$ cat src/design/sha1_pkg.sv
// ----------------------------------------------------------------------------
// sha1_pkg
// Shared types, constants and helpers of the SHA-1 hash engine.
// ----------------------------------------------------------------------------
package sha1_pkg;

  typedef enum logic [3:0] {
    ST_IDLE,
    ST_INS,
    ST_PAD80,
    ST_PADZERO,
    ST_LEN_HI,
    ST_LEN_LO,
    ST_COMP,
    ST_FOLD,
    ST_OUT
  } state_t;

  typedef struct packed {
    logic [31:0] a;
    logic [31:0] b;
    logic [31:0] c;
    logic [31:0] d;
    logic [31:0] e;
  } round_vars_t;

  // Block buffer control: a byte-lane write at one word, or a schedule shift.
  // lane_en[j] enables bits [8j+7:8j].
  typedef struct packed {
    logic        wr;
    logic [3:0]  idx;
    logic [3:0]  lane_en;
    logic [31:0] data;
    logic        shift;
  } buf_ctrl_t;

  localparam logic [31:0] IV0 = 32'h67452301;
  localparam logic [31:0] IV1 = 32'hEFCDAB89;
  localparam logic [31:0] IV2 = 32'h98BADCFE;
  localparam logic [31:0] IV3 = 32'h10325476;
  localparam logic [31:0] IV4 = 32'hC3D2E1F0;

  localparam logic [31:0] K0 = 32'h5A827999;
  localparam logic [31:0] K1 = 32'h6ED9EBA1;
  localparam logic [31:0] K2 = 32'h8F1BBCDC;
  localparam logic [31:0] K3 = 32'hCA62C1D6;

  localparam logic [7:0] PAD_BYTE   = 8'h80;
  localparam logic [6:0] LAST_ROUND = 7'd79;
  localparam logic [5:0] LEN_FILL   = 6'd56;
  localparam logic [3:0] LEN_HI_IDX = 4'd14;
  localparam logic [3:0] LEN_LO_IDX = 4'd15;
  localparam logic [2:0] WORD_BYTES = 3'd4;
  localparam logic [2:0] LAST_INDEX = 3'd4;

  function automatic logic [31:0] rotl(input logic [31:0] x, input int unsigned n);
    return (x << n) | (x >> (32 - n));
  endfunction

endpackage

$ cat src/design/sha1_sched.sv
// ----------------------------------------------------------------------------
// sha1_sched
// Block buffer and message schedule window of the SHA-1 engine.
// ----------------------------------------------------------------------------
module sha1_sched (
  input  logic                clk,
  input  sha1_pkg::buf_ctrl_t ctrl,
  output logic [31:0]         w_cur
);

  logic [31:0] blk [16];
  logic [31:0] w_new;

  assign w_new = sha1_pkg::rotl(blk[13] ^ blk[8] ^ blk[2] ^ blk[0], 1);
  assign w_cur = blk[0];

  always_ff @(posedge clk) begin
    if (ctrl.shift) begin
      // slide the window: blk[0] is always the word of the current round
      for (int i = 0; i < 15; i++) begin
        blk[i] <= blk[i + 1];
      end
      blk[15] <= w_new;
    end else if (ctrl.wr) begin
      for (int j = 0; j < 4; j++) begin
        if (ctrl.lane_en[j]) begin
          blk[ctrl.idx][8*j +: 8] <= ctrl.data[8*j +: 8];
        end
      end
    end
  end

endmodule

$ cat src/design/sha1_round.sv
// ----------------------------------------------------------------------------
// sha1_round
// One SHA-1 compression round, shared across all 80 rounds of a block.
// ----------------------------------------------------------------------------
module sha1_round (
  input  sha1_pkg::round_vars_t vars,
  input  logic [31:0]           w,
  input  logic [6:0]            rnd,
  output sha1_pkg::round_vars_t vars_next
);

  logic [31:0] f;
  logic [31:0] k;

  always_comb begin
    if (rnd < 7'd20) begin
      f = (vars.b & vars.c) | (~vars.b & vars.d);
      k = sha1_pkg::K0;
    end else if (rnd < 7'd40) begin
      f = vars.b ^ vars.c ^ vars.d;
      k = sha1_pkg::K1;
    end else if (rnd < 7'd60) begin
      f = (vars.b & vars.c) | (vars.b & vars.d) | (vars.c & vars.d);
      k = sha1_pkg::K2;
    end else begin
      f = vars.b ^ vars.c ^ vars.d;
      k = sha1_pkg::K3;
    end
  end

  always_comb begin
    vars_next.a = sha1_pkg::rotl(vars.a, 5) + f + vars.e + k + w;
    vars_next.b = vars.a;
    vars_next.c = sha1_pkg::rotl(vars.b, 30);
    vars_next.d = vars.c;
    vars_next.e = vars.d;
  end

endmodule

$ cat src/design/sha1_hash_engine.sv
// ----------------------------------------------------------------------------
// sha1_hash_engine
// Streaming SHA-1 engine: message words in, five digest words out.
// ----------------------------------------------------------------------------
// Each input transaction carries one big-endian message word with 0 to 4
// valid leading bytes (tuser); tlast ends the message. s_tready is high only
// while the engine is idle. A word is taken and then packed into the
// block buffer (in two parts when it straddles a buffer word); each full
// 64-byte block is compressed by 80 passes of the single round unit, and
// the result is then folded into the chaining value. The engine takes no
// new word until it is through with the last. On tlast the engine pads in
// the buffer, one word per cycle except while a block is compressed,
// compresses one or two more blocks and then presents the digest as five
// transactions, word 0 (most significant) first, tlast on word 4; it then
// restarts from the initial vector.
// ----------------------------------------------------------------------------
module sha1_hash_engine (
  input  logic        clk,
  input  logic        rst,
  input  logic        s_tvalid,
  output logic        s_tready,
  input  logic [31:0] s_tdata,   // [31:0] data_word
  input  logic [2:0]  s_tuser,   // [2:0] valid_bytes
  input  logic        s_tlast,   // last_word
  output logic        m_tvalid,
  input  logic        m_tready,
  output logic [31:0] m_tdata,   // [31:0] digest_word
  output logic [2:0]  m_tuser,   // [2:0] word_index
  output logic        m_tlast    // digest_last
);

  sha1_pkg::state_t      state, state_next;
  sha1_pkg::state_t      ret_state, ret_next;
  sha1_pkg::round_vars_t vars, vars_next;
  sha1_pkg::buf_ctrl_t   buf_ctrl;

  logic [31:0] chain [5];
  logic [63:0] msg_bits;
  logic [5:0]  fill;
  logic [6:0]  rnd;
  logic [31:0] data_reg;
  logic [2:0]  rem;
  logic [2:0]  pos;
  logic        last_reg;
  logic [2:0]  out_idx;
  logic [31:0] w_cur;

  logic [2:0]  in_count;
  logic [1:0]  lane_off;
  logic [2:0]  room;
  logic [2:0]  ins_k;
  logic [2:0]  rem_after;
  logic [5:0]  fill_ins;
  logic [5:0]  fill_pad;
  logic [5:0]  fill_word;
  logic [31:0] ins_data;
  logic [3:0]  ins_en;
  logic [3:0]  pad_en;
  logic        s_xfer;
  logic        m_xfer;

  sha1_sched u_sched (
    .clk   (clk),
    .ctrl  (buf_ctrl),
    .w_cur (w_cur)
  );

  sha1_round u_round (
    .vars      (vars),
    .w         (w_cur),
    .rnd       (rnd),
    .vars_next (vars_next)
  );

  assign s_xfer = s_tvalid && s_tready;
  assign m_xfer = m_tvalid && m_tready;

  // byte packing helpers
  always_comb begin
    in_count  = (s_tuser > sha1_pkg::WORD_BYTES) ? sha1_pkg::WORD_BYTES : s_tuser;
    lane_off  = fill[1:0];
    room      = sha1_pkg::WORD_BYTES - {1'b0, lane_off};
    ins_k     = (rem < room) ? rem : room;
    rem_after = rem - ins_k;
    fill_ins  = fill + {3'b000, ins_k};
    fill_pad  = {fill[5:2] + 4'd1, 2'b00};
    fill_word = fill + 6'd4;
    ins_data  = (data_reg << {pos, 3'b000}) >> {lane_off, 3'b000};
    ins_en    = '0;
    pad_en    = '0;
    for (int p = 0; p < 4; p++) begin
      if (3'(p) >= {1'b0, lane_off} && 3'(p) < ({1'b0, lane_off} + ins_k)) begin
        ins_en[3 - p] = 1'b1;
      end
      if (3'(p) >= {1'b0, lane_off}) begin
        pad_en[3 - p] = 1'b1;
      end
    end
  end

  // next state
  always_comb begin
    state_next = state;
    ret_next   = ret_state;
    unique case (state)
      sha1_pkg::ST_IDLE: begin
        if (s_xfer) begin
          if (in_count != 3'd0) begin
            state_next = sha1_pkg::ST_INS;
          end else if (s_tlast) begin
            state_next = sha1_pkg::ST_PAD80;
          end
        end
      end
      sha1_pkg::ST_INS: begin
        if (rem_after != 3'd0) begin
          ret_next = sha1_pkg::ST_INS;
        end else if (last_reg) begin
          ret_next = sha1_pkg::ST_PAD80;
        end else begin
          ret_next = sha1_pkg::ST_IDLE;
        end
        state_next = (fill_ins == 6'd0) ? sha1_pkg::ST_COMP : ret_next;
      end
      sha1_pkg::ST_PAD80: begin
        ret_next   = sha1_pkg::ST_PADZERO;
        state_next = (fill_pad == 6'd0) ? sha1_pkg::ST_COMP : sha1_pkg::ST_PADZERO;
      end
      sha1_pkg::ST_PADZERO: begin
        if (fill == sha1_pkg::LEN_FILL) begin
          state_next = sha1_pkg::ST_LEN_HI;
        end else if (fill_word == 6'd0) begin
          ret_next   = sha1_pkg::ST_PADZERO;
          state_next = sha1_pkg::ST_COMP;
        end
      end
      sha1_pkg::ST_LEN_HI: begin
        state_next = sha1_pkg::ST_LEN_LO;
      end
      sha1_pkg::ST_LEN_LO: begin
        ret_next   = sha1_pkg::ST_OUT;
        state_next = sha1_pkg::ST_COMP;
      end
      sha1_pkg::ST_COMP: begin
        if (rnd == sha1_pkg::LAST_ROUND) begin
          state_next = sha1_pkg::ST_FOLD;
        end
      end
      sha1_pkg::ST_FOLD: begin
        state_next = ret_state;
      end
      sha1_pkg::ST_OUT: begin
        if (m_xfer && out_idx == sha1_pkg::LAST_INDEX) begin
          state_next = sha1_pkg::ST_IDLE;
        end
      end
      default: begin
        state_next = sha1_pkg::ST_IDLE;
      end
    endcase
  end

  // outputs and buffer control
  always_comb begin
    s_tready = 1'b0;
    m_tvalid = 1'b0;
    buf_ctrl = '0;
    unique case (state)
      sha1_pkg::ST_IDLE: begin
        s_tready = 1'b1;
      end
      sha1_pkg::ST_INS: begin
        buf_ctrl.wr      = 1'b1;
        buf_ctrl.idx     = fill[5:2];
        buf_ctrl.lane_en = ins_en;
        buf_ctrl.data    = ins_data;
      end
      sha1_pkg::ST_PAD80: begin
        buf_ctrl.wr      = 1'b1;
        buf_ctrl.idx     = fill[5:2];
        buf_ctrl.lane_en = pad_en;
        buf_ctrl.data    = {sha1_pkg::PAD_BYTE, 24'd0} >> {lane_off, 3'b000};
      end
      sha1_pkg::ST_PADZERO: begin
        buf_ctrl.wr      = (fill != sha1_pkg::LEN_FILL);
        buf_ctrl.idx     = fill[5:2];
        buf_ctrl.lane_en = 4'hF;
      end
      sha1_pkg::ST_LEN_HI: begin
        buf_ctrl.wr      = 1'b1;
        buf_ctrl.idx     = sha1_pkg::LEN_HI_IDX;
        buf_ctrl.lane_en = 4'hF;
        buf_ctrl.data    = msg_bits[63:32];
      end
      sha1_pkg::ST_LEN_LO: begin
        buf_ctrl.wr      = 1'b1;
        buf_ctrl.idx     = sha1_pkg::LEN_LO_IDX;
        buf_ctrl.lane_en = 4'hF;
        buf_ctrl.data    = msg_bits[31:0];
      end
      sha1_pkg::ST_COMP: begin
        buf_ctrl.shift = 1'b1;
      end
      sha1_pkg::ST_FOLD: begin
      end
      sha1_pkg::ST_OUT: begin
        m_tvalid = 1'b1;
      end
      default: begin
      end
    endcase
  end

  always_comb begin
    case (out_idx)
      3'd0:    m_tdata = chain[0];
      3'd1:    m_tdata = chain[1];
      3'd2:    m_tdata = chain[2];
      3'd3:    m_tdata = chain[3];
      default: m_tdata = chain[4];
    endcase
  end

  assign m_tuser = out_idx;
  assign m_tlast = (out_idx == sha1_pkg::LAST_INDEX);

  // control state
  always_ff @(posedge clk) begin
    if (rst) begin
      state     <= sha1_pkg::ST_IDLE;
      ret_state <= sha1_pkg::ST_IDLE;
      chain[0]  <= sha1_pkg::IV0;
      chain[1]  <= sha1_pkg::IV1;
      chain[2]  <= sha1_pkg::IV2;
      chain[3]  <= sha1_pkg::IV3;
      chain[4]  <= sha1_pkg::IV4;
      msg_bits  <= '0;
      fill      <= '0;
      rnd       <= '0;
      rem       <= '0;
      pos       <= '0;
      out_idx   <= '0;
    end else begin
      state     <= state_next;
      ret_state <= ret_next;
      unique case (state)
        sha1_pkg::ST_IDLE: begin
          if (s_xfer) begin
            rem <= in_count;
            pos <= '0;
          end
        end
        sha1_pkg::ST_INS: begin
          fill     <= fill_ins;
          rem      <= rem_after;
          pos      <= pos + ins_k;
          msg_bits <= msg_bits + {58'd0, ins_k, 3'b000};
        end
        sha1_pkg::ST_PAD80: begin
          fill <= fill_pad;
        end
        sha1_pkg::ST_PADZERO: begin
          if (fill != sha1_pkg::LEN_FILL) begin
            fill <= fill_word;
          end
        end
        sha1_pkg::ST_LEN_HI: begin
        end
        sha1_pkg::ST_LEN_LO: begin
          fill <= '0;
        end
        sha1_pkg::ST_COMP: begin
          rnd <= rnd + 7'd1;
        end
        sha1_pkg::ST_FOLD: begin
          chain[0] <= chain[0] + vars.a;
          chain[1] <= chain[1] + vars.b;
          chain[2] <= chain[2] + vars.c;
          chain[3] <= chain[3] + vars.d;
          chain[4] <= chain[4] + vars.e;
          rnd      <= '0;
        end
        sha1_pkg::ST_OUT: begin
          if (m_xfer) begin
            if (out_idx == sha1_pkg::LAST_INDEX) begin
              // restart from the initial vector for the next message
              out_idx  <= '0;
              chain[0] <= sha1_pkg::IV0;
              chain[1] <= sha1_pkg::IV1;
              chain[2] <= sha1_pkg::IV2;
              chain[3] <= sha1_pkg::IV3;
              chain[4] <= sha1_pkg::IV4;
              msg_bits <= '0;
              fill     <= '0;
            end else begin
              out_idx <= out_idx + 3'd1;
            end
          end
        end
        default: begin
        end
      endcase
    end
  end

  // payload registers
  always_ff @(posedge clk) begin
    if (s_xfer) begin
      data_reg <= s_tdata;
      last_reg <= s_tlast;
    end
    if (state == sha1_pkg::ST_COMP) begin
      vars <= vars_next;
    end else if (state_next == sha1_pkg::ST_COMP) begin
      // load working variables as a new block starts
      vars.a <= chain[0];
      vars.b <= chain[1];
      vars.c <= chain[2];
      vars.d <= chain[3];
      vars.e <= chain[4];
    end
  end

endmodule
$ cat config.mk
export PLATFORM = sky130hd
export DESIGN_NAME = sha1_hash_engine
export DESIGN_NICKNAME = d
export VERILOG_FILES = /design/src/design/sha1_pkg.sv /design/src/design/sha1_sched.sv /design/src/design/sha1_round.sv /design/src/design/sha1_hash_engine.sv
export SDC_FILE = /design/constraint.sdc
export NUM_CORES = 2
export LEC_CHECK = 0
export ABC_AREA = 1
export BUFFER_PORTS_ARGS = -buffer_cell sky130_fd_sc_hd__buf_2
export CAP_MARGIN = 10
export CORE_ASPECT_RATIO = 1.5
export CORE_MARGIN = 4
export CORE_UTILIZATION = 50
export DETAILED_ROUTE_END_ITERATION = 6
export HOLD_SLACK_MARGIN = 0.1
export PLACE_DENSITY = 0.66
export REMOVE_ABC_BUFFERS = 1
export SYNTH_ARGS = -nofsm -noshare
export SYNTH_HDL_FRONTEND = slang
export SYNTH_SLANG_ARGS = --single-unit
$ cat constraint.sdc
create_clock -name clk -period 10.7 [get_ports clk]
set_clock_uncertainty 0.05 [all_clocks]
set_input_delay 2.14 -clock clk [delete_from_list [all_inputs] [get_ports clk]]
set_output_delay 2.14 -clock clk [all_outputs]
set_load 0.05 [all_outputs]
; ---- Word level (Yosys, flattened, before mapping)
; Memory sizes are Yosys's and may differ from the RTL's.
; Cells that the tools add are included.
[word_totals]
ff_bits = 287
latchBits = 0
ramBits = 672
rom_bits = 0
inputBits = 40
elab_cells = 216
mem_count = 2
[memory_table]
columns = name, depth, word_bits, read_ports, rd_ports_with_merged_regs, wr, line
row1 = u_sched.blk, 16, 32, 16, 0, 16, sha1_sched.sv:11  ; logic [31:0] blk [16];
row2 = chain, 5, 32, 5, 0, 5, sha1_hash_engine.sv:37  ; logic [31:0] chain [5];
[classes]
n_addsub = 19
mul = 0
div_mod_pow = 0
magnitude_cmp = 12
eq_ne = 22
n_shift = 3
mux = 92
bitwise = 26
reduce_logical = 25
[op_table]
columns = cell, n
row1 = $mux W32, 16
row2 = $mux W160, 2
row3 = $add A32 B32 Y32, 9
row4 = $pmux W32 S4, 2
row5 = $xor A32 B32 Y32, 5
row6 = $and A32 B32 Y32, 4
row7 = $mux W64, 2
row8 = $pmux W64 S2, 1
row9 = $or A32 B32 Y32, 3
row10 = $add A64 B6 Y64, 1
row11 = $mux W4, 12
row12 = $pmux W9 S5, 1
row13 = $mux W1, 38
row14 = $pmux W4 S9, 1
row15 = $not A32 Y32, 1
row16 = $or A32 B1 Y32, 1
row17 = $or A32 B30 Y32, 1
row18 = $or A32 B5 Y32, 1
row19 = $reduce_or A32 Y1, 1
row20 = $shl A32 B6 Y32, 1
row21 = $shr A32 B5 Y32, 1
row22 = $shr A32 B5 Y32 const A, 1
row23 = $mux W31, 1
row24 = $pmux W6 S5, 1
row25 = 46 further kinds, 92

; ---- Depth between registers and ports, before layout
[depth]
ltp_word = 14
ltp_mapped = 25
ltp_nobuf = 23

; ---- Cells and area by module
; From an unflattened synthesis, not the netlist that was laid out.
[unflattened]
hier_cells = 7879
area_unflattened_um2 = 62503.7
[modules_own_cells]
columns = module, n_inst, cells_each, area_each_um2, seq_area_each_um2
row1 = sha1_hash_engine, 1, 4406, 31642.8, 12401.9
row2 = sha1_sched, 1, 2448, 23667.7, 15374.7
row3 = sha1_round, 1, 1025, 7193.1, 0.0

; ---- Worst setup path after synthesis
; OpenSTA, ideal clock, no wires.
[synth_path]
path_type = register to register
start = reg fill[0]
end = reg, netlist name vars[0]
setup_time_ns = 0.526
t_arrival_ns = 6.992
t_required_ns = 10.124
setup_slack_ns = 3.131
stages_incl_launch_ff = 22
n_path_buf = 2
synth_period_minus_slack_ns = 7.569
path_cell_list = dfxtp_1 > buf_2 > clkinv_1 > clkbuf_1 > ha_1 > inv_1 > ha_1 > a21oi_1 > nand2_1 > o21ai_0 > ha_1 > inv_1 > fa_1 > inv_1 > nand3_1 > o211ai_1 > nand3_1 > nor2_1 > nand3_1 > nand2_1 > nand3_1 > nand2_1
[synth_between]
elab_chain_cells = 10
word_cells_on_any_way = 17
[synth_rtl]
columns = item, line
row1 = from (decl), sha1_hash_engine.sv:39  ; logic [5:0] fill;
row2 = from (signal assigned), sha1_hash_engine.sv:254  ; fill <= fill_ins;
row3 = from (signal assigned), sha1_hash_engine.sv:260  ; fill <= fill_pad;
row4 = from (signal assigned), sha1_hash_engine.sv:264  ; fill <= fill_word;
row5 = branches (longest 7 deep; another with $add A6 B3 Y6), n/a
row6 = $pmux W4 S9 (*), sha1_hash_engine.sv:105  ; unique case (state)
row7 = $eq A4 B3 Y1 (*), sha1_hash_engine.sv:314  ; end else if (state_next == sha1_pkg::ST_COMP) begin
row8 = $reduce_bool A2 Y1 (no source line) (*), n/a
; Every way passes the cells marked *.
; A chain may end at the register's enable or synchronous reset.

==> impl_summary.md <==
Floorplan
The die covers 127,600 um^2. The initial standard-cell utilization of the core is 0.5041. The width of the die is 293.0 um.

78 I/O pins were placed. The floorplan step set the die height to 435.5 um. The cell row count is 156. The area of the placeable core is 120,800 um^2.

Logic synthesis
The share of the Yosys chip area taken by registers is 0.4561. The most frequent cell after synthesis is sky130_fd_sc_hd__nand2_1. By area the synthesized netlist is led by sky130_fd_sc_hd__edfxtp_1 43%, sky130_fd_sc_hd__nand2_1 17%, sky130_fd_sc_hd__inv_1 5.0%. The dominant cell type by area after synthesis is sky130_fd_sc_hd__edfxtp_1. The gate count after technology mapping is 7,577.

The most frequently used flop master after synthesis is sky130_fd_sc_hd__edfxtp_1. Of the post-synthesis cell area, the dominant cell type holds 0.4265. Yosys printed 0 warnings.

The share of synthesized flip-flops with an asynchronous set or reset is 0. By count the netlist is led by 2,775 x sky130_fd_sc_hd__nand2_1, 865 x sky130_fd_sc_hd__edfxtp_1, 812 x sky130_fd_sc_hd__inv_1, 608 x sky130_fd_sc_hd__nor2_1, 424 x sky130_fd_sc_hd__o21ai_0. The number of unique standard cell types used by synthesis is 54.

After synthesis, the mean cell area works out to 8.038 um^2. Synthesis inferred 955 register bits. The post-synthesis cell area is 60,900 um^2.

The count of flip-flops with a built-in enable after synthesis is 865.

Worst setup path
The number of buffers and inverters on the critical path is 3. Data on the critical path arrives at its endpoint at 6.66 ns. The cell family contributing the most delay on the critical path is compound AO/OA/AOI/OAI gates. Among the stages of the critical path, the cell type that occurs most often is sky130_fd_sc_hd__nand2_1. The worst-path cell with the longest stage delay is sky130_fd_sc_hd__o21ai_4. The largest incremental delay on the critical path is 0.84 ns. Traced cell by cell, the critical path runs through clkinv_1, ha_1, inv_1, ha_1, a21oi_1, nand2_1, o21ai_0, ha_1, inv_1, fa_1, xnor2_1, nand2_1, nand2_1, a21oi_1, o21ai_4, nand3_1, nand2_1.

The top fanout value on the critical path is 27. The critical path is of the flip-flop to flip-flop type. The worst setup path is captured at a flip-flop. The required time at the worst-slack endpoint is 11.08 ns. The element type at the critical path start is a flip-flop.

Layout
For this run, the share of the core covered by cells in the final layout is 0.5502. Counting flops per register, the top entry is u_sched.blk. The flip-flop count of the largest register, all copies and words added is 512. After filler insertion, the fill cell instance count of the layout stands at 11,350. At the end of the flow, the number of nets in the layout was 8,009.

The synthesis-to-layout area growth is 9.152%. The largest registers in the layout are u_sched.blk (512), chain (160), vars (160). Of the cells placed in the final design, the portion with a size suffix greater than 1 is 0.06139.

CTS
The number of post-CTS setup repair buffers is 0. The library cell used as clock root buffer is sky130_fd_sc_hd__clkbuf_16. The clock latency of the later-clocked register in the worst-skew pair is 0.77 ns. TritonCTS built the clock tree. CTS saw 955 sinks. In this run, post-CTS repair resized a total of 0 instances. The number of buffers on the longest clock path is 3. After clock tree synthesis, the clock-pin slew on the worst setup and hold paths is 0.07 ns. The number of levels in the clock H-tree is 3. The number of hold buffers added after cts is 0. The number of buffers created by CTS is 101.

Global route
After global routing the overflow that remains totals 0. The initial antenna violation count is 6. Across every metal layer, demand over resource in global routing totals 0.3552.

The first global-routing pass estimated 333,800 um of wire. The via count of the first global-routing pass is 52,080. The maximum number of pins on one net before global-route repair is 99.

Job
The number of max-cap violations is 0.

Detailed routing
In the routed design, unresolved DRC markers number 0. The routed length per placed instance is 24.81 um. The final layout contains routed wiring with a total length of 230,500 um. The detail route stage leaves a number of antenna-violating nets equal to 0.

The post-detailed-route via-to-cell ratio is 5.723. After the first detailed-routing iteration, the DRC count stood at 4,477. The routed layout has 53,170 vias. The count of TritonRoute iterations in the first routing pass is 6.

Timing
The final critical delay including setup and external delays is 6.284 ns. Based on the critical path, the design can be clocked at up to 159.1 MHz. Of the available clock period, the critical path in the final layout requires 0.5873.

The slew at the pin with the worst max-slew slack is 1.287 ns. The final number of hold-violating endpoints came to 0. Setup repair after global routing left no endpoint under its margin. The final number of max-transition violations is 0. The number of endpoints failing setup at the final stage is 0. Measured against its own limit, the worst slew margin works out to 0.1357.

Power
The power density relative to cell area is 245.7 nW/um^2. The maximum VDD drop is 0.1774 mV. The analysis attributes to cell leakage a power of 28.10 nW. Power comes to 16.34 mW.

Status
The flow ran to the end, and the final reports show no timing, DRC or antenna violations.

Placed design
The count of input and output buffers is 77. The HPWL after detailed placement is 178,700 um. The congestion estimate from routability-driven global placement came to 1.042.

Worst hold path
The worst hold-check path type is flip-flop to flip-flop.
-- through the flow --
step,TNS [ns],worst slack (ns),cells,hold slack [ns],area [um^2]
4_1_cts,0,4.378,9284,0.4192,66450
6_report,0,4.416,9289,0.4220,66480
5_1_grt,0,3.938,9286,0.4511,66470
3_5_place_dp,0,4.363,9099,0.4105,62900
2_1_floorplan,-295.29,-1.846,7384,0.3832,60040
3_3_place_gp,0,4.519,9098,0.3992,62890
-- worst min-delay path: stages, from the launching register on --
cell	delay (ns)
sky130_fd_sc_hd__dfxtp_1	0.31
sky130_fd_sc_hd__nand2_1	0.06
sky130_fd_sc_hd__a21oi_1	0.05
-- metal layers --
layer	vias to the layer above	GRT usage	routed length, um	part of all wire
met3	833	0.05093	14200	0.062
met2	2361	0.6142	112900	0.49
met5	-	0	42	0.00018
met4	6	0.3336	27600	0.12
met1	24940	0.3661	75730	0.33
li1	25030	-	-	-
-- kinds of logic (layout without fill, tap and decap cells) --
logic type / count (synthesis) / in the layout / share of synthesized area
flip-flops: 955 / 955 / 0.4561
adder cells (fa/ha/maj): 346 / 346 / 0.08698
AO/OA/AOI/OAI: 1102 / 1102 / 0.1042
AND/OR/NAND/NOR: 3978 / 3978 / 0.2659
other: 0 / 4 / 0
XOR/XNOR: 133 / 133 / 0.01913
buffers and inverters: 1063 / 1191 / 0.06775
-- area by class of cell --
| cell class | instances | area [um^2] | share of cell area |
|---|---|---|---|
| multi-input combinational | 5559 | 29070 | 0.4373 |
| sequential | 955 | 27780 | 0.4178 |
| inverter | 870 | 3266 | 0.04912 |
| clock buffer | 117 | 2597 | 0.03907 |
| tap | 1580 | 1977 | 0.02974 |
| clock inverter | 68 | 955.9 | 0.01438 |
| timing repair buffer | 136 | 828.3 | 0.01246 |
| antenna | 4 | 10.01 | 0.0001506 |
-- path summary, 6_finish.rpt --
check	from	to	slack [ns]	depth (start not counted)
hold reg to reg	ret_state[3]	ret_state[3]	0.42	2
setup / recovery	fill[0]	u_sched.blk[6][31]	4.42	17
hold / removal	ret_state[3]	ret_state[3]	0.42	2
setup reg to reg	fill[0]	u_sched.blk[6][31]	4.42	17
-- layout by cell type (no fill, tap or decap), types with 24 or more instances in the layout --
| master | netlist | layout |
|---|---|---|
| sky130_fd_sc_hd__buf_4 | 8 | 59 |
| sky130_fd_sc_hd__nand2_1 | 2775 | 2772 |
| sky130_fd_sc_hd__nand3_1 | 296 | 295 |
| sky130_fd_sc_hd__or2_2 | 32 | 32 |
| sky130_fd_sc_hd__edfxtp_1 | 865 | 865 |
| sky130_fd_sc_hd__inv_2 | 54 | 55 |
| sky130_fd_sc_hd__xor2_1 | 63 | 63 |
| sky130_fd_sc_hd__xnor2_1 | 70 | 70 |
| sky130_fd_sc_hd__nand4_1 | 80 | 80 |
| sky130_fd_sc_hd__a21o_1 | 26 | 26 |
| sky130_fd_sc_hd__inv_1 | 812 | 811 |
| sky130_fd_sc_hd__clkbuf_16 | 0 | 101 |
| sky130_fd_sc_hd__nor2_1 | 608 | 605 |
| sky130_fd_sc_hd__a221oi_1 | 39 | 39 |
| sky130_fd_sc_hd__fa_1 | 129 | 129 |
| sky130_fd_sc_hd__ha_1 | 217 | 217 |
| sky130_fd_sc_hd__o21ai_0 | 424 | 421 |
| sky130_fd_sc_hd__nor3_1 | 83 | 82 |
| sky130_fd_sc_hd__a211oi_1 | 25 | 25 |
| sky130_fd_sc_hd__a31oi_1 | 39 | 39 |
| sky130_fd_sc_hd__o21a_1 | 30 | 30 |
| sky130_fd_sc_hd__nor2_4 | 23 | 25 |
| sky130_fd_sc_hd__buf_2 | 55 | 77 |
| sky130_fd_sc_hd__dfxtp_1 | 90 | 90 |
| sky130_fd_sc_hd__o21bai_1 | 41 | 41 |
| sky130_fd_sc_hd__a22o_1 | 24 | 24 |
| sky130_fd_sc_hd__a21oi_1 | 366 | 366 |
-- report_power, final --
part | internal [mW] | total, mW | leakage [nW] | switching (mW)
logic | 2.12 | 7.62 | 18.1 | 5.50
registers | 4.53 | 4.85 | 8.32 | 0.323
clock network | 2.22 | 3.87 | 1.71 | 1.65
total | 8.86 | 16.3 | 28.1 | 7.47
No activity file was read; power rests on OpenSTA's default activity.
